**config.mk**
```make
export PLATFORM = sky130hd
export DESIGN_NAME = stbs_ctrl
export DESIGN_NICKNAME = d
export VERILOG_FILES = /design/src/stbs_pkg.sv /design/src/stbs_ctrl.sv
export SDC_FILE = /design/constraint.sdc
export NUM_CORES = 1
export LEC_CHECK = 0
export ABC_AREA = 0
export BUFFER_PORTS_ARGS = -buffer_cell sky130_fd_sc_hd__buf_2
export CAP_MARGIN = 5
export CORE_AREA = 3 3 40 42
export CTS_CLUSTER_DIAMETER = 30
export DETAILED_ROUTE_END_ITERATION = 12
export DIE_AREA = 0 0 43 45
export HOLD_SLACK_MARGIN = 0.02
export PLACE_DENSITY = 0.3
export SETUP_SLACK_MARGIN = 0.3
export SLEW_MARGIN = 40
export SYNTH_ARGS = -nofsm -noshare
export SYNTH_HDL_FRONTEND = slang
export SYNTH_SLANG_ARGS = --single-unit
```
**constraint.sdc**
```tcl
create_clock -name clock -period 0.86 [get_ports clock]
set_input_delay 0.129 -clock clock [delete_from_list [all_inputs] [get_ports clock]]
set_output_delay 0.129 -clock clock [all_outputs]
set_load 0.1 [all_outputs]
```
**src/stbs_pkg.sv**
```systemverilog
// Shared constants and controller/datapath interface types for the sorted-table search.
`default_nettype none
package stbs_pkg;

   localparam int unsigned STBS_DEPTH = 256;

   localparam logic [1:0] MODE_LOAD  = 2'd0;
   localparam logic [1:0] MODE_EXACT = 2'd1;
   localparam logic [1:0] MODE_FIRST = 2'd2;
   localparam logic [1:0] MODE_LAST  = 2'd3;

   typedef struct packed {
      logic load;     // write one table entry from the input word
      logic start;    // latch key and mode, open the search window
      logic read;     // issue a table read at the current midpoint
      logic step;     // compare read data and narrow the window
      logic publish;  // move the search result into the output register
   } stbs_cmd_type;

   typedef struct packed {
      logic live;     // window still open and no exact hit yet
      logic out_free; // output register can take a new result this cycle
   } stbs_status_type;

endpackage
`default_nettype wire

```
**src/stbs_ctrl.sv**
```systemverilog
// Controller: sequences loads, probe read/compare pairs and result hand-off.
`default_nettype none
module stbs_ctrl (
   input  wire logic                      clock,
   input  wire logic                      reset,
   input  wire logic                      req_valid,
   input  wire logic [1:0]                req_mode,
   output logic                           req_stall,
   output stbs_pkg::stbs_cmd_type         cmd,
   input  wire stbs_pkg::stbs_status_type status
);
   import stbs_pkg::*;

   typedef enum logic [1:0] {
      ST_IDLE,
      ST_ISSUE,
      ST_COMPARE,
      ST_PUBLISH
   } state_type;

   state_type state_ff, state_in;

   always_comb begin
      state_in = state_ff;
      cmd      = '0;
      unique case (state_ff)
         ST_IDLE: begin
            if (req_valid) begin
               if (req_mode == MODE_LOAD) begin
                  cmd.load = 1'b1;
               end else begin
                  cmd.start = 1'b1;
                  state_in  = ST_ISSUE;
               end
            end
         end
         ST_ISSUE: begin
            if (status.live) begin
               cmd.read = 1'b1;
               state_in = ST_COMPARE;
            end else begin
               state_in = ST_PUBLISH;
            end
         end
         ST_COMPARE: begin
            cmd.step = 1'b1;
            state_in = ST_ISSUE;
         end
         ST_PUBLISH: begin
            if (status.out_free) begin
               cmd.publish = 1'b1;
               state_in    = ST_IDLE;
            end
         end
         default: state_in = ST_IDLE;
      endcase
   end

   always_ff @(posedge clock) begin
      if (reset) begin
         state_ff <= ST_IDLE;
      end else begin
         state_ff <= state_in;
      end
   end

   assign req_stall = (state_ff != ST_IDLE);

endmodule
`default_nettype wire

```
# Yosys cells after proc, flatten, opt, wreduce, memory -nomap -nowiden
# Cells that the tools add are included.
[totals]
elab_cells = 25
register_bits = 2
ram_bits = 0
latch_bits = 0
output_inout_bits = 6
mem_bits_ro = 0
input_bits = 7
mem_count = 0
[op_classes]
shifts = 0
n_reduce_logical = 4
div_mod_pow = 0
bitwise_logic = 0
order_cmp = 0
add_sub_neg = 0
n_eq_ne = 6
muxes = 14
n_mul = 0
[op_table]
columns = ["op", "count"]
rows = [
  ["2-bit 2-to-1 mux", 5],
  ["1-bit 2-to-1 mux", 8],
  ["2-bit case mux with 4 select lines", 1],
  ["2-bit inequality test (second input constant)", 3],
  ["2-bit == test (second input constant)", 2],
  ["2-bit logical NOT", 2],
  ["3-bit AND reduction", 1],
  ["2-bit by 1-bit == test with 1-bit output (second input constant)", 1],
  ["2-bit nonzero test", 1],
]

# Logic depth before layout (Yosys ltp)
[logic_depth]
word_depth = 4
ltp_mapped = 2
mapped_depth_nobuf = 2

# Worst setup path after synthesis
# OpenSTA, ideal clock, no wires.
[synth_path]
path_type = "flip-flop to output port"
from = "register state_ff[1]"
to = "output port cmd[1] in the netlist's numbering"
n_path_buf = 0
setup_slack_ns = -0.983
stages_incl_launch_ff = 2
arrival_ns = 1.714
cell_sequence = "dfxtp_1 nor2b_1"
[synth_lines]
columns = ["element", "line_no", "rtl"]
rows = [
  ["start: declaration", "stbs_ctrl.sv:21", "state_type state_ff, state_in;"],
  ["start signal: assignment", "stbs_ctrl.sv:63", "state_ff <= state_in;"],
  ["end: declaration", "stbs_ctrl.sv:9", "output stbs_pkg::stbs_cmd_type cmd,"],
]

==> impl_metrics.env <==
export IMPL_hp_class="in -> reg"
export IMPL_start_util=0.1071
export IMPL_cp_max_fo=4
export IMPL_end_kind="output pin"
export IMPL_start_kind="flop"
export IMPL_r2r_cells=4
export IMPL_cts_root_buffer="clkbuf_4"
export IMPL_syn_nets=21
export IMPL_grt_max_degree=6
export IMPL_die_y_um=45
export IMPL_biggestRegsByFlops="state_ff x2"
export IMPL_critPathArrivalTime_ns=1.12
export IMPL_post_place_ws_ns=-0.1654
export IMPL_seq_area_um2=47.55
export IMPL_hold_viol=0
export IMPL_vias=196
export IMPL_drive_above_1_share=0.9118
export IMPL_netlist_area_um2=137.6
export IMPL_core_area_mm2=0.001285
export IMPL_rsz0062_at_grt="yes"
export IMPL_finalSetupViolCount=7
export IMPL_ys_seq_area_frac=0.2909
export IMPL_syn_inst=14
export IMPL_dp_hpwl_um=380.7
export IMPL_port_buffers=12
export IMPL_first_pass_iters=2
export IMPL_tritoncts="built"
export IMPL_grt_use_total=0.06728
export IMPL_route_detailed_drc=0
export IMPL_io_pins=13
export IMPL_p_total_mw=0.7051
export IMPL_grt_pass1_vias=213
export IMPL_diodes=0
export IMPL_dieArea_mm2=0.001935
export IMPL_clk_latency_ns=0.22
export IMPL_wirelength_um=495
export IMPL_clock_skew_ns=0.002639
export IMPL_period_share=1.456
export IMPL_grt_remaining_overflow=0
export IMPL_maxCapViolCount=0
export IMPL_power_per_cell_area_mw_per_mm2=1692
export IMPL_drtIter0Drc=1
export IMPL_ys_seq_elements=2
export IMPL_final_max_slew_viol_count=0
export IMPL_p_sw_frac=0.4081
export IMPL_post_drt_wl_per_cell_um=10.10
export IMPL_routed_via_density=4.000
export IMPL_synth_area_leaders="dfxtp_1, a2111oi_4, and3_4, and3b_2, and3b_1"
export IMPL_top_register="state_ff"
export IMPL_synth_largest_area_cell="dfxtp_1"
export IMPL_synth_top_cell_area_share=0.2909
export IMPL_max_slew_margin=0.8469
export IMPL_violations="setup timing"
export IMPL_largest_reg_flops=2
export IMPL_clockBufferDepth=2
export IMPL_status="finished, violations left"
export IMPL_htreeDepth=1
export IMPL_crit_type="reg -> out"
export IMPL_switchingPower_mw=0.2877
export IMPL_static_leakage_power_nw=0.1691
export IMPL_dp_cells=43
export IMPL_multi_input_area_um2=121.4
export IMPL_hold_depth=2
export IMPL_gp_congestion=0.7265
export IMPL_antenna_found_initial=0
export IMPL_fmax_ghz=0.7987
export IMPL_fillers=131
export IMPL_setup_slack_ns=-0.3921
export IMPL_combPwrFrac=0.545
export IMPL_period_minus_slack_ns=1.252
export IMPL_antenna_left=0
export IMPL_p_int_mw=0.4174
export IMPL_post_synth_num_cell_types=11
export IMPL_power_frac_seq=0.164
export IMPL_cts_buffers=3
export IMPL_clkTransAtPathRegs_ns=0.03
export IMPL_syn_to_final_growth_pct=202.7
export IMPL_die_width_um=43
export IMPL_final_core_util=0.3242
export IMPL_stdcell_count=49
export IMPL_worst_pin_slew_ns=0.2281
export IMPL_required_ns=0.73
export IMPL_avgSynthCellArea_um2=9.831
export IMPL_yosysWarningCount=0
export IMPL_nets=43
export IMPL_std_cell_rows=13
export IMPL_grt_pass1_wl_um=841
export IMPL_numClockSinks=2
export IMPL_power_frac_clock=0.291
export IMPL_ir_drop_v=0.0005919
-- logic make-up after synthesis --
kind of cell / after synthesis / synth area share
buffers and inverters: 2 / 0.05457
DFF: 2 / 0.2909
AOI/OAI and AO/OA: 3 / 0.2909
and+or+nand+nor: 7 / 0.3637
-- per-stage QoR --
step                hold WS, ns  setup TNS [ns]  cell area [µm²]
floorplan                0.1989          -1.121            170.2
global placement         0.3219         -0.6291            354.1
detailed placement       0.3312         -0.6705            354.1
CTS                     0.09612          -2.159            390.4
global route            0.09760          -2.581            416.7
finish                   0.1064          -2.225            416.7
-- path summary, 6_finish.rpt --
check                                    to  slack, ns   startpoint
worst min register to register  state_ff[1]       0.48  state_ff[1]
worst max-delay path                 cmd[3]      -0.39  state_ff[0]
worst min-delay path            state_ff[1]       0.11    status[0]
worst max register to register  state_ff[0]      -0.20  state_ff[0]
-- power groups by stage --
stage	combinational, mW	sequential [mW]	clock, mW
after floorplan	0.222	0.120	0
after global placement	0.359	0.120	0
after detailed placement	0.362	0.120	0
after CTS	0.370	0.120	0.218
after global routing	0.402	0.116	0.243
final	0.384	0.115	0.206
-- Yosys cell counts --
cell type and instances:
a2111oi_4 1, a211oi_1 1, and3_1 1, and3_4 1
and3b_1 1, and3b_2 1, dfxtp_1 2, inv_1 2
nor2_1 2, nor2b_1 1, o21ai_1 1
-- cell type report --
cell class,instances,share of cell area
clock buffer,3,0.05405
inverter,2,0.02703
multi-input combinational,10,0.2913
sequential,2,0.1141
tap,15,0.04505
timing repair buffer,17,0.4685
-- repair_timing --
item	CTS	global route
setup endpoints to repair	8	8
buffers inserted	1	2
hold endpoints to repair	0	0
hold buffers	0	0
resized for setup	2	3
pin swaps	1	4
-- per-layer routing --
layer | part of all wire | GRT usage | vias up | wire [µm]
met1 | 0.35 | 0.05024 | 83 | 175
met5 | 0 | 0 | - | 0
li1 | - | - | 93 | -
met3 | 0.16 | 0.05578 | 4 | 81
met2 | 0.40 | 0.09281 | 16 | 199
met4 | 0.077 | 0.09036 | 0 | 38
-- worst max-delay path, stage by stage, from the launching register on --
cell and delay, ns:
dfxtp_4 0.34, nor2_4 0.16, and3b_4 0.23, buf_12 0.17
-- cell usage in the layout, fill, tap and decap left out --
| cell type | n |
|---|---|
| buf_2 | 6 |
| buf_12 | 6 |
| clkbuf_4 | 3 |
| buf_4 | 3 |
| and3b_4 | 2 |
| and3_4 | 2 |
| buf_6 | 2 |
| dfxtp_4 | 2 |
| nor2_4 | 1 |
| clkinvlp_4 | 1 |
| nor2_1 | 1 |
| nor2b_4 | 1 |
| inv_1 | 1 |
| a211oi_2 | 1 |
| o21ai_1 | 1 |
| a2111oi_4 | 1 |
(Power assumes the default switching activity.)
